File: config.mk
export PLATFORM = sky130hd
export DESIGN_NAME = gcc_front
export DESIGN_NICKNAME = d
export VERILOG_FILES = /design/src/gcc_pkg.sv /design/src/gcc_front.sv
export SDC_FILE = /design/constraint.sdc
export NUM_CORES = 1
export LEC_CHECK = 0
export BUFFER_PORTS_ARGS = -buffer_cell sky130_fd_sc_hd__buf_4
export CORE_ASPECT_RATIO = 1.25
export CORE_MARGIN = 8
export CORE_UTILIZATION = 55
export DETAILED_ROUTE_END_ITERATION = 7
export GPL_ROUTABILITY_DRIVEN = 0
export PLACE_DENSITY = 0.95
export SYNTH_ARGS = -nofsm -noshare
export SYNTH_HDL_FRONTEND = slang
export SYNTH_SLANG_ARGS = --single-unit
File: constraint.sdc
create_clock -name vclk -period 13.7
set_input_delay 1.37 -clock vclk [all_inputs]
set_output_delay 1.37 -clock vclk [all_outputs]
set_load 0.05 [all_outputs]
File: src/gcc_pkg.sv
// Shared types, constants and register codes for the grid cell trigger block.
package gcc_pkg;

  localparam int MAX_CELLS = 4096;
  localparam int MAX_SIDE  = 64;
  localparam int CELL_AW   = $clog2(MAX_CELLS);
  localparam int SIDE_W    = $clog2(MAX_SIDE);

  localparam int POS_W   = 12;
  localparam int DIM_W   = 13;
  localparam int GRID_W  = 7;
  localparam int TRAIL_W = 10;
  localparam int TIME_W  = 64;
  localparam int COOL_W  = 48;

  // Product of a coordinate and a grid size, and the quotient bound that
  // follows once the coordinate is known to lie inside the frame.
  localparam int PROD_W = POS_W + GRID_W;
  localparam int QUO_W  = GRID_W;
  localparam int STEP_W = $clog2(QUO_W);
  localparam int IDX_W  = 2 * GRID_W;

  localparam int QUEUE_DEPTH = 2;
  localparam int QPTR_W      = $clog2(QUEUE_DEPTH);

  localparam int CFG_IDX_W  = 3;
  localparam int CFG_DATA_W = 48;

  localparam logic [CFG_IDX_W-1:0] REG_FRAME_WIDTH  = 3'd0;
  localparam logic [CFG_IDX_W-1:0] REG_FRAME_HEIGHT = 3'd1;
  localparam logic [CFG_IDX_W-1:0] REG_GRID_COLS    = 3'd2;
  localparam logic [CFG_IDX_W-1:0] REG_GRID_ROWS    = 3'd3;
  localparam logic [CFG_IDX_W-1:0] REG_MIN_TRAIL    = 3'd4;
  localparam logic [CFG_IDX_W-1:0] REG_COOLDOWN     = 3'd5;

  typedef struct packed {
    logic [DIM_W-1:0]   frame_width;
    logic [DIM_W-1:0]   frame_height;
    logic [GRID_W-1:0]  col_count;
    logic [GRID_W-1:0]  row_count;
    logic [TRAIL_W-1:0] min_trail;
    logic [COOL_W-1:0]  cooldown;
  } cfg_t;

  typedef enum logic [1:0] {
    STAT_ACTIVE = 2'd0,
    STAT_SKIP   = 2'd1,
    STAT_COOL   = 2'd2,
    STAT_RANGE  = 2'd3
  } status_t;

  typedef enum logic [1:0] {
    KIND_CELL  = 2'd0,
    KIND_SKIP  = 2'd1,
    KIND_RANGE = 2'd2
  } item_kind_t;

  typedef struct packed {
    item_kind_t         kind;
    logic [PROD_W-1:0]  prod_x;
    logic [PROD_W-1:0]  prod_y;
    logic [TIME_W-1:0]  now;
  } entry_t;

  typedef enum logic [2:0] {
    ST_CLEAR,
    ST_IDLE,
    ST_DIV,
    ST_CHECK,
    ST_UPDATE
  } back_state_t;

endpackage

File: src/gcc_front.sv
// Front end: accepts blob reports, classifies them and forms the scaled products.
module gcc_front (
  input  logic                        in_valid,
  output logic                        in_ready,
  input  logic [gcc_pkg::POS_W-1:0]   pos_x,
  input  logic [gcc_pkg::POS_W-1:0]   pos_y,
  input  logic                        matched,
  input  logic [gcc_pkg::TRAIL_W-1:0] trail_length,
  input  logic [gcc_pkg::TIME_W-1:0]  now,
  input  gcc_pkg::cfg_t               cfg,
  input  logic                        clearing,
  input  logic                        q_full,
  output logic                        push,
  output gcc_pkg::entry_t             push_entry
);
  import gcc_pkg::*;

  logic qualified;
  logic dims_zero;
  logic off_frame;

  assign in_ready = !q_full && !clearing;
  assign push     = in_valid && in_ready;

  assign qualified = matched && (trail_length >= cfg.min_trail);
  assign dims_zero = (cfg.frame_width == '0) || (cfg.frame_height == '0) ||
                     (cfg.col_count == '0) || (cfg.row_count == '0);
  // A coordinate at or past the frame edge always maps to a cell at or past
  // the grid edge, so each axis can be rejected before any division.
  assign off_frame = ({1'b0, pos_x} >= cfg.frame_width) ||
                     ({1'b0, pos_y} >= cfg.frame_height);

  always_comb begin
    push_entry.prod_x = PROD_W'(pos_x) * PROD_W'(cfg.col_count);
    push_entry.prod_y = PROD_W'(pos_y) * PROD_W'(cfg.row_count);
    push_entry.now    = now;
    if (!qualified) begin
      push_entry.kind = KIND_SKIP;
    end else if (dims_zero || off_frame) begin
      push_entry.kind = KIND_RANGE;
    end else begin
      push_entry.kind = KIND_CELL;
    end
  end

endmodule

**Yosys cells after proc, flatten, opt, wreduce, memory -nomap -nowiden**

Cells that the tools add are included.

- Register bits: 0
- Bits of input ports: 200
- Output and inout bits: 106
- Logic and storage cells: 21

- Multipliers: 2
- $lt $le $gt $ge: 3
- Muxes and demuxes: 2
- Reductions and logical operators: 14

Operators with widths:

| cell | count |
|---|---|
| $mul 12x7->19 | 2 |
| $ge 12x13->1 | 2 |
| $logic_not 13->1 | 2 |
| $logic_not 7->1 | 2 |
| $ge 10x10->1 | 1 |
| $logic_or 1x1->1 | 5 |
| $mux 2 | 2 |
| $logic_and 1x1->1 | 3 |
| $logic_not 1->1 | 2 |

**Longest topological paths before layout**

- Word-level depth: 7
- Mapped depth: 17

**Least setup slack after synthesis**

No wires, ideal clock.

- Path type: input-to-output
- From: in cfg[63] in the netlist's numbering
- To: out push_entry[82] in the netlist's numbering
- Data arrival time: 6.156 ns
- Path slack: 6.174 ns
- Cell stages on the path: 15
- Cells stage by stage: clkbuf_1 and2_1 fa_1 fa_1 fa_1 inv_1 fa_1 inv_1 ha_1 and3_1 nand3_1 nor3_1 nor4_1 nand2b_1 a211oi_1

RTL lines:

| element | RTL line | source |
|---|---|---|
| start, declared | gcc_front.sv:10 | `input gcc_pkg::cfg_t cfg,` |
| end, declared | gcc_front.sv:14 | `output gcc_pkg::entry_t push_entry` |

==> out/metrics.cfg <==
[sta]
hold_viol = 0
drv_slew = 0
slew_headroom = 0.611
rsz0062_at_grt = no
setup_slack_ns = 6.39
fmax_mhz = 137
fin_hold_ws_ns = 2.74
fin_crit_ns = 7.31
fin_crit_sh = 0.534
setup_viol = 0
worst_pin_slew_ns = 0.577
tns_ns = 0

[grt]
grt_max_degree = 14
grt_pass1_wl_mm = 30.2
track_usage = 0.224
grt_pass1_vias = 6701
gr-total-overflow = 0
antenna_found_initial = 0

[floorplanning]
coreArea_um2 = 12200
std_cell_rows = 45
boundaryPins = 306
start_util = 0.563
die_w_um = 116
die_height_um = 141
dieArea_um2 = 16300

[drt]
drt_drc_violations_left = 0
highest_layer = met4
first_pass_iters = 5
wl_met3_mm = 1.44
via_count = 5983
post_drt_wl_per_cell_um = 16.8
viasPerCell = 5.61
route.met2.wl_mm = 9.04
ant_nets = 0
drt_wl_total_mm = 17.9
drtIter0Drc = 393
met1_length_mm = 6.52

[critical_path]
crit_family = adder cells
path_common_cell = fa_1
max_stage_delay_ns = 0.55
worstPathArrival_ns = 5.94
critPathKind = input pin to primary output
critPathLaunchType = input pin
slowest_stage = fa_1
cp.required_ns = 12.33
critPathBufInv = 4
cp_max_fo = 13
path_cells = buf_4, and2_1, fa_1, fa_1, fa_1, inv_1, fa_1, inv_1, ha_1, and3_1, nand3_1, nor3_1, nor4_1, nand2b_1, a211oi_1, buf_4
worst_setup_path_end_kind = primary output

[power_and_ir_drop]
p_leak_nw = 4.15
power.density_nw_per_um2 = 189
vdd_drop_max_mv = 0.409

[min_path]
whs_endpoint = push_entry[10]
min_path_cells = 0
hold_start = now[10]
min_path_type = input pin to primary output

[final_layout]
multi_input_area_um2 = 5710
layout-drive-gt1-share = 0.150
final_core_util = 0.616
syn_to_final_growth_pct = 9.39
clock_buffers = 0
seq_area_um2 = 0
design.seq.count = 0
final_cell_area_um2 = 7490
layout.nets = 1310
fillers = 1018
antenna_cells = 0

[synth]
synth_most_common_cell = inv_1
ys_seq_area_frac = 0
syn-cell-area_um2 = 6850
synth_warnings = 0
ys_types = 55
synth.top_cell.area_share = 0.287
syn_nets = 1257
ys_top_cells_by_area = fa_1, ha_1, and2_1, inv_1, buf_4
synth.largest_area_cell = fa_1
syn_area_per_cell_um2 = 8.04
synth_cells = 851
synth_commonest_cells = inv_1, and2_1, ha_1

[cts]
cts_resized = 0
hold_buffers = 0
post_cts_buffers = 0

[placed_design]
port_buffers = 130
place_hpwl_mm = 15.4
place_ws_ns = 6.44
place_area_um2 = 7490

[flow_run]
maxCapViolCount = 0

[run_status]
status = finished, final reports clean

[layer usage]
layer	track usage	vias to the layer above
li1	-	2758
met1	0.242	2832
met2	0.407	308
met3	0.0385	85
met4	0.112	0
met5	0	-
[layout by cell type (no fill, tap or decap), drive strengths merged, types with 2 or more instances in the layout]
cell / netlist / routed
o31ai: 2 / 2
inv: 159 / 159
nand2b: 5 / 5
or4: 6 / 6
a211oi: 8 / 8
nor4: 7 / 7
a21o: 16 / 16
nor2: 32 / 32
ha: 108 / 108
buf: 65 / 130
o21a: 5 / 5
o41ai: 2 / 2
and2: 113 / 113
or3: 4 / 4
o21ai: 17 / 17
xor2: 10 / 10
nor3b: 2 / 2
nand4: 6 / 6
o22ai: 3 / 3
nand2: 68 / 68
nor3: 16 / 16
nand3: 6 / 6
o21bai: 3 / 3
fa: 98 / 98
a21oi: 31 / 31
nor2b: 8 / 8
xnor2: 14 / 14
[how the worst max path moves through the flow]
stage	from	to	slack [ns]	depth (start not counted)
finish	cfg[64]	push_entry[82]	6.39	16
global route	cfg[64]	push_entry[82]	6.19	16
CTS	cfg[61]	push_entry[82]	6.42	18
detailed placement	cfg[61]	push_entry[82]	6.44	18
global placement	cfg[64]	push_entry[82]	6.49	16
floorplan	cfg[63]	push_entry[82]	6.17	15
[cell type report]
type                       count  share of cell area
multi-input combinational    613               0.763
tap                          164              0.0274
inverter                     159              0.0797
timing repair buffer         130               0.130
[power breakdown]
group,switching (mW),internal [mW],total [mW],leakage [nW]
logic,0.926,0.486,1.41,4.15
registers,0,0,0,0
clock network,0,0,0,0
total,0.926,0.486,1.41,4.15
[per-stage QoR]
step,total power [mW],instances
finish,1.41,1066
global route,1.54,1066
CTS,1.41,1066
detailed placement,1.41,1066
global placement,1.37,1066
floorplan,1.09,851
[kinds of logic (layout without fill, tap and decap cells)]
kind of cell               after synthesis  after routing  share of synthesized area
and+or+nand+nor                        281            281                      0.221
buffers and inverters                  238            289                      0.166
adders and majority gates              206            206                      0.484
AOI/OAI and AO/OA                      101            101                     0.0971
xor gates and xnor gates                24             24                     0.0307
muxes                                    1              1                    0.00146
Note: power is estimated with default switching activity, not from simulation.
