$ cat src/gcc_pkg.sv
// Shared types, constants and register codes for the grid cell trigger block.
package gcc_pkg;

  localparam int MAX_CELLS = 4096;
  localparam int MAX_SIDE  = 64;
  localparam int CELL_AW   = $clog2(MAX_CELLS);
  localparam int SIDE_W    = $clog2(MAX_SIDE);

  localparam int POS_W   = 12;
  localparam int DIM_W   = 13;
  localparam int GRID_W  = 7;
  localparam int TRAIL_W = 10;
  localparam int TIME_W  = 64;
  localparam int COOL_W  = 48;

  // Product of a coordinate and a grid size, and the quotient bound that
  // follows once the coordinate is known to lie inside the frame.
  localparam int PROD_W = POS_W + GRID_W;
  localparam int QUO_W  = GRID_W;
  localparam int STEP_W = $clog2(QUO_W);
  localparam int IDX_W  = 2 * GRID_W;

  localparam int QUEUE_DEPTH = 2;
  localparam int QPTR_W      = $clog2(QUEUE_DEPTH);

  localparam int CFG_IDX_W  = 3;
  localparam int CFG_DATA_W = 48;

  localparam logic [CFG_IDX_W-1:0] REG_FRAME_WIDTH  = 3'd0;
  localparam logic [CFG_IDX_W-1:0] REG_FRAME_HEIGHT = 3'd1;
  localparam logic [CFG_IDX_W-1:0] REG_GRID_COLS    = 3'd2;
  localparam logic [CFG_IDX_W-1:0] REG_GRID_ROWS    = 3'd3;
  localparam logic [CFG_IDX_W-1:0] REG_MIN_TRAIL    = 3'd4;
  localparam logic [CFG_IDX_W-1:0] REG_COOLDOWN     = 3'd5;

  typedef struct packed {
    logic [DIM_W-1:0]   frame_width;
    logic [DIM_W-1:0]   frame_height;
    logic [GRID_W-1:0]  col_count;
    logic [GRID_W-1:0]  row_count;
    logic [TRAIL_W-1:0] min_trail;
    logic [COOL_W-1:0]  cooldown;
  } cfg_t;

  typedef enum logic [1:0] {
    STAT_ACTIVE = 2'd0,
    STAT_SKIP   = 2'd1,
    STAT_COOL   = 2'd2,
    STAT_RANGE  = 2'd3
  } status_t;

  typedef enum logic [1:0] {
    KIND_CELL  = 2'd0,
    KIND_SKIP  = 2'd1,
    KIND_RANGE = 2'd2
  } item_kind_t;

  typedef struct packed {
    item_kind_t         kind;
    logic [PROD_W-1:0]  prod_x;
    logic [PROD_W-1:0]  prod_y;
    logic [TIME_W-1:0]  now;
  } entry_t;

  typedef enum logic [2:0] {
    ST_CLEAR,
    ST_IDLE,
    ST_DIV,
    ST_CHECK,
    ST_UPDATE
  } back_state_t;

endpackage

$ cat src/gcc_queue.sv
// Short queue of classified reports between the front and back ends.
module gcc_queue (
  input  logic            clk,
  input  logic            rst,
  input  logic            push,
  input  gcc_pkg::entry_t push_entry,
  output logic            full,
  input  logic            pop,
  output logic            head_valid,
  output gcc_pkg::entry_t head
);
  import gcc_pkg::*;

  entry_t            slots [QUEUE_DEPTH];
  logic [QPTR_W-1:0] wr_ptr;
  logic [QPTR_W-1:0] rd_ptr;
  logic [QPTR_W:0]   count;

  assign full       = (count == (QPTR_W + 1)'(QUEUE_DEPTH));
  assign head_valid = (count != '0);
  assign head       = slots[rd_ptr];

  always_ff @(posedge clk) begin
    if (push) begin
      slots[wr_ptr] <= push_entry;
    end
  end

  always_ff @(posedge clk) begin
    if (rst) begin
      wr_ptr <= '0;
      rd_ptr <= '0;
      count  <= '0;
    end else begin
      if (push) begin
        wr_ptr <= (wr_ptr == QPTR_W'(QUEUE_DEPTH - 1)) ? '0 : wr_ptr + QPTR_W'(1);
      end
      if (pop) begin
        rd_ptr <= (rd_ptr == QPTR_W'(QUEUE_DEPTH - 1)) ? '0 : rd_ptr + QPTR_W'(1);
      end
      case ({push, pop})
        2'b10:   count <= count + (QPTR_W + 1)'(1);
        2'b01:   count <= count - (QPTR_W + 1)'(1);
        default: count <= count;
      endcase
    end
  end

endmodule

$ cat config.mk
export PLATFORM = sky130hd
export DESIGN_NAME = gcc_queue
export DESIGN_NICKNAME = d
export VERILOG_FILES = /design/src/gcc_pkg.sv /design/src/gcc_queue.sv
export SDC_FILE = /design/constraint.sdc
export NUM_CORES = 1
export LEC_CHECK = 0
export BUFFER_PORTS_ARGS = -buffer_cell sky130_fd_sc_hd__buf_4
export CORE_ASPECT_RATIO = 1.2
export CORE_MARGIN = 8
export CORE_UTILIZATION = 40
export CTS_CLUSTER_DIAMETER = 60
export DETAILED_ROUTE_END_ITERATION = 16
export PLACE_DENSITY = 0.67
export SLEW_MARGIN = 20
export SYNTH_ARGS = -nofsm -noshare
export SYNTH_HDL_FRONTEND = slang
export SYNTH_SLANG_ARGS = --single-unit
$ cat constraint.sdc
create_clock -name clk -period 6.3 [get_ports clk]
set_clock_uncertainty 0.2 [all_clocks]
set_input_delay 0.63 -clock clk [delete_from_list [all_inputs] [get_ports clk]]
set_output_delay 0.63 -clock clk [all_outputs]
set_load 0.005 [all_outputs]
Yosys cells after proc, flatten, opt, wreduce, memory -nomap -nowiden
Memories as Yosys holds them, arrays and structs flattened. A register that Yosys moved wholly into a read port is not among the register bits.
Index checks and enable logic that the tools add are counted.
{ "totals": {"register_bits": 4, "latch_bits": 0, "mem_bits_rw": 208, "mem_bits_ro": 0, "out_inout_bits": 106, "elab_cells": 20, "memories": 1} }
{ "memory_table": {"columns": ["name", "words", "width", "read_ports", "rd_clocked_by_memory_dff", "write_ports", "line_no", "rtl"], "rows": [
  ["slots", 2, 104, 1, 1, 1, "gcc_queue.sv:14", "entry_t slots [QUEUE_DEPTH];"]
]} }
{ "op_classes": {"addsub": 4, "n_mul": 0, "div_mod_pow": 0, "magnitude_cmp": 0, "n_eq_ne": 3, "n_shift": 0, "muxes": 7, "bitwise_logic": 0, "reduce_logical": 2} }
{ "op_table": {"columns": ["cell", "n"], "rows": [
  ["2-to-1 mux 1 bit", 6],
  ["equality test 2 bit, second input constant", 2],
  ["case mux 2 bit (2 select lines)", 1],
  ["nonzero test 2 bit", 2],
  ["adder 1 bit, second input constant", 2],
  ["adder 2 x 1 -> 2 bit, second input constant", 1],
  ["equality test 2 x 1 -> 1 bit, second input constant", 1],
  ["subtractor 2 x 1 -> 2 bit, second input constant", 1]
]} }

Longest topological paths before layout
Gate-level depths: netlist (run 1).
{ "depth": {"word_depth": 4, "ltp_mapped": 5} }

Worst setup path after synthesis (run 1)
OpenSTA, ideal clock, no wires.
{ "synth_path": {"kind": "input port to flip-flop", "startpoint": "input push", "endpoint": "memory slots[0][0] (netlist name) (enable)", "arrival_time_ps": 5046, "t_required_ps": 5529, "slack_ps": 484, "path_stages": 2, "path_cell_list": "inv_1 -> nor2_1"} }
{ "synth_between": {"elab_chain_cells": 2} }
{ "synth_lines": {"columns": ["item", "line_no", "rtl"], "rows": [
  ["start: declaration", "gcc_queue.sv:5", "input logic push,"],
  ["2-to-1 mux 1 bit", "gcc_queue.sv:24", "if (push) begin"],
  ["2-to-1 mux 1 bit (implied by the code)", "gcc_queue.sv:25", "slots[wr_ptr] <= push_entry;"],
  ["end: declaration", "gcc_queue.sv:14", null]
]} }
Every way passes these cells.

==> results of run 1 <==
synthesized netlist by cell type (all sizes together):
library cell,number,area (µm²)
edfxtp,208,6250
mux2,104,1400
buf,12,104
dfxtp,5,100
nor2,5,18.8
xnor2,3,26.3
a21oi,1,5.00
and2,1,6.26
and2b,1,8.76
ha,1,12.5
inv,1,3.75
o21ai,1,5.00
or2,1,6.26
or3,1,6.26
xor2,1,8.76
power by group through the flow:
stage	Sequential [µW]	Combinational, µW	Clock, µW
floorplan	1710	198	0
detailed placement	1720	403	0
CTS	1690	404	1240
finish	1690	393	1210
global placement	1730	381	0
global route	1690	424	1290
registers in the layout, summed over array words and instances (netlist names), named ones only:
signal and cells:
slots 208, count 2, rd_ptr 1, wr_ptr 1
worst max-delay path, stage by stage (launching register included):
cell	delay (ns)
dfxtp_4	0.68
buf_4	0.53
mux2_2	0.39
buf_4	0.14
kinds of logic (layout without fill, tap and decap cells):
group                      count (synthesis)  after routing
DFF                                      213            213
muxes                                    104            104
buffers and inverters                     13            257
and+or+nand+nor                            9              9
xor gates and xnor gates                   4              4
AOI/OAI and AO/OA                          2              2
adders and majority gates                  1              1
other                                      0              1
layout make-up:
cell class	count	area [µm²]	share of cell area [%]
Sequential cell	213	6350	60.3
Timing Repair Buffer	217	1660	15.8
Multi-Input combinational cell	120	1510	14.3
Clock buffer	30	612	5.81
Tap cell	261	327	3.10
Clock inverter	9	68.8	0.653
Inverter	1	3.75	0.0356
Antenna cell	1	2.50	0.0238
path summary, 6_finish.rpt:
check | to | slack, ns | cells past startpoint
worst min register to register | count[1] | 0.29 | 2
worst max-delay path | head[23] | 3.21 | 3
worst min-delay path | slots[0][102] | 0.13 | 1
worst max register to register | slots[1][88] | 3.89 | 2
stage by stage:
step	hold WS [ns]	power (µW)
after global placement	0.273	2110
after CTS	0.102	3340
final	0.125	3290
after detailed placement	0.284	2120
after global routing	0.104	3410
after floorplan	0.256	1910
per-layer routing:
| metal | global-route usage (%) | vias up |
|---|---|---|
| met1 | 14.0 | 1888 |
| li1 | - | 1827 |
| met5 | 0 | - |
| met4 | 4.17 | 0 |
| met3 | 4.12 | 25 |
| met2 | 21.6 | 161 |
==> flow_summary.yaml, run 1 <==
sta:
  setup_ws_ns: 3.21
  timing.final.crit_share_pct: 49.0
  slew_headroom_pct: 43.9
  fmax_ghz: 0.324
  worst_pin_slew_ns: 0.839
  drv_slew: 0
  setup_tns_ns: 0
  period_minus_slack_ns: 3.09
  setup_viol: 0
  rsz0062_at_grt: "no"
  hold_viol: 0
critical_path:
  crit_arrival_ns: 2.26
  crit_path_start_kind: "flop"
  critical_path_required_ns: 5.47
  worst-setup-path-type: "reg2out"
  crit_path_end_kind: "output pin"
  worst-path-max-fanout: 30
  r2r-start: "wr_ptr"
clock_network:
  cts_buffers: 22
  root_buffer: "clkbuf_16"
  insertion_delay_ns: 0.48
  cts_tree: "yes"
  clkSinkCount: 213
  post_cts_buffers: 0
  htreeDepth: 1
  cts_resized: 0
  clk_transition_reported_paths_ns: 0.06
  postCtsHoldBufs: 0
  cts_buffer_depth: 3
finish:
  final_area_um2: 10500
  layout_commonest_cell: "buf_4"
  nets: 684
  final_cells: 852
  nFillCells: 1533
  final_util_pct: 53.9
  syn2layout_area_growth_pct: 32.5
  final_cell_mix: "buf_4 (215), edfxtp_1 (208), mux2_4 (60), mux2_2 (44), clkbuf_16 (23)"
  drive_above_1_share_pct: 60.3
die:
  initial_utilization_pct: 40.7
  die_h_um: 170
  die_x_um: 145
  core.rowCount: 56
  io-pin-count: 214
  die_area_um2: 24700
  fp.coreArea_um2: 19500
detailed_routing:
  top_layer_used: "met4"
  wl_um: 15900
  drt-initial-drc-count: 150
  ant_nets: 0
  drt-met1-wl_um: 5890
  drt-pass1-iter-count: 4
  routedWlPerCell_um: 18.7
  routed-wl-met3_um: 1500
  drc: 0
  via_per_inst: 4.58
  route.vias.total: 3901
  wl_met2_um: 8230
pwr:
  ir_drop_v: 0.000191
  netSwitchingPower_uw: 678
  p_per_area_nw_per_um2: 312
  comb_power_share_pct: 11.9
  clkPwrFrac_pct: 36.8
  switching_share_pct: 20.6
  seq_power_share_pct: 51.2
  leakage_uw: 0.00405
  p_int_uw: 2610
synth:
  ys_seq_elements: 213
  synth_compound_area_share_pct: 0.126
  yosysSeqAreaShare_pct: 79.8
  yosysWarnings: 0
  synthXorXnorAreaFrac_pct: 0.440
  syn_inst: 346
  synth_nets: 455
  synth_top_family_by_area: "multiplexers"
  synth_cell_types: 17
  syn_avg_cell_area_um2: 23.0
  yosys.area_share.simple_pct: 0.582
  synth.cell_area_um2: 7950
  synth_fa_ha_area_share_pct: 0.157
  synth_mux_area_share_pct: 17.6
min_path:
  holdCritStartpoint: "push_entry[102]"
  min_path_type: "in2reg"
placement:
  hpwl_um: 11100
  place_area_um2: 9850
  dp_cells: 812
  portBuffers: 213
  pre_cts_ws_ns: 3.56
  place_congestion: 0.710
global_routing:
  grt_max_degree: 79
  antenna_found_initial: 1
  grt_pass1_wl_um: 23500
  first_global_vias: 4367
  grt_overflow: 0
  grt_use_total_pct: 12.4
status:
  status: "complete, no violations"
run:
  cap_violations: 0
Power figures use the tool's default switching activity.
==> run 2: changes to the inputs <==
clock period = 3 ns   (was 6.3 ns; I/O delays follow)
==> run 2 against run 1 <==
Register-to-register slack worse by 2.8 ns. Highest routed layer unchanged. Global-route usage is 0.72 points higher. Via count is 11% higher.
==> flow_summary.yaml, run 2 (synthesis results as in run 1) <==
clock_network:
  cts_buffers: 21
  cts_tree: "yes"
  postCtsHoldBufs: 108
  cts_buffer_depth: 3
  root_buffer: "clkbuf_16"
  htreeDepth: 1
  clkSinkCount: 213
  insertion_delay_ns: 0.48
  clk_transition_reported_paths_ns: 0.06
  cts_resized: 0
  post_cts_buffers: 0
critical_path:
  crit_path_start_kind: "flop"
  r2r-start: "wr_ptr"
  worst-setup-path-type: "reg2out"
  path_cells: "buf_12 > mux2_2 > buf_4"
  critical_path_required_ns: 2.50
  slowest_stage: "mux2_2"
  worst-path-max-fanout: 55
  critical_path_buf_inv_count: 2
  timing.rr.end: "slots[1][18]"
  crit_path_end_kind: "output pin"
  cpLargestDelayFamily: "buffers and inverters"
  cp_slowest_stage_delay_ns: 0.41
  worst-r2r-setup-slack_ns: 1.13
  reg2reg_depth: 2
  crit_arrival_ns: 1.78
placement:
  hpwl_um: 11100
  portBuffers: 213
  pre_cts_ws_ns: 1.09
  place_congestion: 0.711
die:
  initial_utilization_pct: 40.7
  fp.coreArea_um2: 19500
  die_x_um: 145
  die_area_um2: 24700
  die_h_um: 170
  io-pin-count: 214
  core.rowCount: 56
finish:
  seq_area_um2: 6350
  nets: 793
  drive_above_1_share_pct: 50.8
  largest_reg_flops: 208
  final_cell_mix: "buf_4 (216), edfxtp_1 (208), dlygate4sd3_1 (108), mux2_4 (60), mux2_2 (44)"
  multiInputGateArea_um2: 1510
  antennaDiodeCount: 0
  reg_top3: "slots x208, count x2"
  nFillCells: 1407
  syn2layout_area_growth_pct: 45.6
  layout_commonest_cell: "buf_4"
  final_util_pct: 59.2
  top_register: "slots"
sta:
  fin_hold_ws_ns: 0.325
  rsz0062_at_grt: "no"
  setup_tns_ns: 0
  period_minus_slack_ns: 2.28
  hold_viol: 0
  setup_viol: 0
  drv_slew: 0
  timing.final.crit_share_pct: 76.0
  fmax_ghz: 0.439
  slew_headroom_pct: 47.4
  worst_pin_slew_ns: 0.790
  setup_ws_ns: 0.721
detailed_routing:
  ant_nets: 0
  drt-initial-drc-count: 186
  wl_um: 16900
  routedWlPerCell_um: 17.6
  drt-pass1-iter-count: 4
  via_per_inst: 4.53
  route.vias.total: 4344
  drc: 0
status:
  status: "complete, no violations"
global_routing:
  grt_overflow: 0
  grt_pass1_wl_um: 25300
  first_global_vias: 4996
  grt_max_degree: 58
  antenna_found_initial: 0
  grt_use_total_pct: 13.1
min_path:
  holdPathEnd: "count[1]"
  worstHoldPathCells: 2
  min_path_type: "reg2reg"
  holdCritStartpoint: "count[1]"
pwr:
  leakage_uw: 0.00448
  ir_drop_v: 0.000412
  p_per_area_nw_per_um2: 595
run:
  cap_violations: 0
run 2: worst reg2reg max path, stage by stage (launching register included):
cell and delay [ns]:
dfxtp_1 0.41, and2_4 0.48, buf_4 0.44
run 2: metrics by stage:
step | std cells | area [µm²] | total power, µW
6_report | 958 | 11600 | 6890
5_1_grt | 958 | 11600 | 7160
4_1_cts | 958 | 11600 | 6990
3_5_place_dp | 814 | 9870 | 4460
3_3_place_gp | 814 | 9870 | 4430
2_1_floorplan | 346 | 7960 | 3990
run 2: cell type report:
type                    count  share of cell area [%]
clock buffers              29                    4.88
clock inverters             7                   0.508
inverters                   1                  0.0324
multi-input cells         120                    13.0
flip-flops and latches    213                    54.8
well taps                 261                    2.82
repair buffers            327                    23.9
run 2: how the worst max path moves through the flow:
| stage | start | to | slack [ns] | cells after the start |
|---|---|---|---|---|
| floorplan | wr_ptr | slots[0][0] | 0.49 | 1 |
| global placement | wr_ptr | slots[1][21] | 1.14 | 2 |
| detailed placement | wr_ptr | slots[1][25] | 1.09 | 2 |
| CTS | flop | head[9] | 0.70 | 3 |
| global route | flop | head[15] | 0.66 | 3 |
| finish | flop | head[15] | 0.72 | 3 |
run 2: per-layer routing:
layer	global-route usage, %	share of wire [%]	vias up
li1	-	-	2038
met5	0	0	-
met4	3.49	1.7	0
met1	13.5	36	2141
met3	3.73	8.0	24
met2	25.2	54	141
run 2: where the power goes:
part	leakage [µW]	internal [µW]	switching, µW
registers	0.00199	3470	46.3
clock network	0.000301	1400	1000
logic	0.00218	597	376
==> run 3: changes to the inputs <==
ABC_AREA = 1   (was default)
PLACE_DENSITY = 0.69   (was 0.67)
clock period = 1.94 ns   (was 3 ns; I/O delays follow)
==> run 3 against run 2 <==
The flow now finishes with violations (negative setup slack). Routed wire length grew 14%. Worst setup slack lost 0.85 ns. Non-clock buffer count grew 12. Clock-buffer cell count shrank 3. Global-route usage grew 0.64 points. Synthesized cell count grew 3.2%. Die area grew 0.31%. Final cell count grew 2.8%. Critical endpoint is now head[42]. Largest cell class unchanged.
==> flow_summary.yaml, run 3 <==
critical_path:
  crit_path_end_kind: "output pin"
  path_cells: "buf_12 > clkbuf_16 > mux2_4 > buf_6"
  reg2reg_depth: 3
  cp_slowest_stage_delay_ns: 0.38
  critical_path_required_ns: 1.55
  crit_arrival_ns: 1.67
  slowest_stage: "dfxtp_4"
  worst-path-max-fanout: 10
  crit_path_start_kind: "flop"
  worst-setup-path-type: "reg2out"
clock_network:
  root_buffer: "clkbuf_16"
  cts_buffers: 22
  clk_transition_reported_paths_ns: 0.06
  cts_tree: "yes"
  htreeDepth: 1
  insertion_delay_ns: 0.49
  cts_buffer_depth: 3
  clkSinkCount: 213
synth:
  synth_top_cells_by_count: "edfxtp_1 (208), mux2_4 (60), mux2_2 (44), nor2_1 (9)"
  syn_avg_cell_area_um2: 22.4
  synth_edf_count: 208
  synth.cell_area_um2: 7980
  synth-async-reset-ratio_pct: 0
  synth_top_cell_area_share_pct: 78.3
  yosysMostFrequentCell: "edfxtp_1"
  synth_nets: 466
  synth_cell_types: 16
  ys.flop_type: "edfxtp_1"
  yosysWarnings: 0
  synth_area_leaders: "edfxtp_1 (78%), mux2_4 (11%), mux2_2 (6.2%)"
  ys_seq_elements: 213
  syn_inst: 357
  yosysSeqAreaShare_pct: 79.5
  synth_top_area_cell: "edfxtp_1"
pwr:
  ir_drop_v: 0.000777
  leakage_uw: 0.00492
  p_per_area_nw_per_um2: 902
  fin_total_pwr_uw: 11200
die:
  die_h_um: 171
  core.rowCount: 56
  io-pin-count: 214
  die_x_um: 145
  initial_utilization_pct: 40.8
  die_area_um2: 24700
  fp.coreArea_um2: 19500
detailed_routing:
  top_layer_used: "met5"
  drt-initial-drc-count: 195
  drc: 0
  route.vias.total: 4563
  wl_met2_um: 10600
  drt-pass1-iter-count: 4
  ant_nets: 0
  routed-wl-met3_um: 1290
  drt-met1-wl_um: 7050
  wl_um: 19300
  routedWlPerCell_um: 19.6
  via_per_inst: 4.63
global_routing:
  grt_max_degree: 54
  grt_pass1_wl_um: 27200
  grt_overflow: 0
  grt_use_total_pct: 13.8
  first_global_vias: 5094
  antenna_found_initial: 2
finish:
  nFillCells: 1281
  drive_above_1_share_pct: 51.0
  final_util_pct: 63.7
  syn2layout_area_growth_pct: 56.1
  final_cell_mix: "edfxtp_1 (208), buf_4 (122), dlygate4sd3_1 (108), mux2_4 (94), buf_6 (93)"
  largest_reg_flops: 208
  reg_top3: "slots x208, count x2"
  top_register: "slots"
  layout_commonest_cell: "edfxtp_1"
  nets: 817
placement:
  hpwl_um: 11100
  pre_cts_ws_ns: 0.350
  portBuffers: 213
  place_congestion: 0.699
sta:
  rsz0062_at_grt: "yes"
  setup_ws_ns: -0.126
  worst_pin_slew_ns: 0.314
  setup_viol: 104
  setup_tns_ns: -8.07
  period_minus_slack_ns: 2.07
  slew_headroom_pct: 79.0
  fmax_ghz: 0.484
  hold_viol: 0
  drv_slew: 0
  timing.final.crit_share_pct: 106
status:
  violations: "negative setup slack"
  status: "finished, violations left"
min_path:
  min_path_type: "in2reg"
  worstHoldPathCells: 2
run:
  cap_violations: 0
## run 3: cell count changes in the layout (fill, tap and decap cells not counted), moves of 5 or more
cell / change
buf_16: +5
buf_4: -94
buf_6: +93
clkbuf_16: +7
inv_1: +5
mux2_2: -34
mux2_4: +34
nand2_1: +5
## run 3: final cells by class
type | count | area (µm²) | share of cell area (%)
antenna | 2 | 5.00 | 0.0402
clock buffer | 26 | 587 | 4.71
clock inverter | 12 | 101 | 0.813
inverter | 7 | 30.0 | 0.241
multi-input combinational | 125 | 1630 | 13.1
sequential | 213 | 6350 | 51.0
tap | 261 | 327 | 2.62
timing repair buffer | 339 | 3430 | 27.5
## run 3: metal layers
metal	GRT usage (%)	vias to the layer above
li1	-	2100
met1	14.0	2268
met2	26.2	160
met3	4.49	33
met4	4.40	2
met5	0	-
## run 3: final timing paths
check / endpoint / slack [ns] / startpoint
worst max-delay path: head[42] / -0.13 / flop
worst max register to register: flop / 0.52 / rd_ptr
worst min register to register: rd_ptr / 0.33 / rd_ptr
worst min-delay path: slots[1][14] / 0.23 / push_entry[14]
## run 3: cell families after synthesis
family	count (synthesis)	synth area share (%)
buffers and inverters	19	1.76
AOI/OAI and AO/OA	2	0.125
adders and majority gates	1	0.157
muxes	104	17.5
xor gates and xnor gates	1	0.110
and+or+nand+nor	17	0.846
DFF	213	79.5
## run 3: report_power, final
group	total, µW	internal (µW)	switching, µW
Sequential	5400	5330	70.2
Combinational	1820	1160	659
Clock	4020	2410	1610
Total	11200	8890	2340
## run 3: timing repair
action	CTS	global route
endpoints found under the setup margin	104	104
hold buffers	108	0
gates resized for setup	54	84
endpoints found under the hold margin	213	0
buffers inserted	2	1
cloned	3	5
## run 3: worst max-delay path, delay by kind of cell (launching register included)
family / cells / cell delay [ns]
buffers and inverters: 3 / 0.48
DFF: 1 / 0.38
muxes: 1 / 0.31
## run 3: per-stage QoR
stage,cell area [µm²],hold slack (ns),instances
after global placement,9950,0.179,827
after detailed placement,9950,0.176,827
after global routing,12500,0.211,984
after CTS,12000,0.207,978
final,12500,0.229,985
after floorplan,8000,0.0658,357
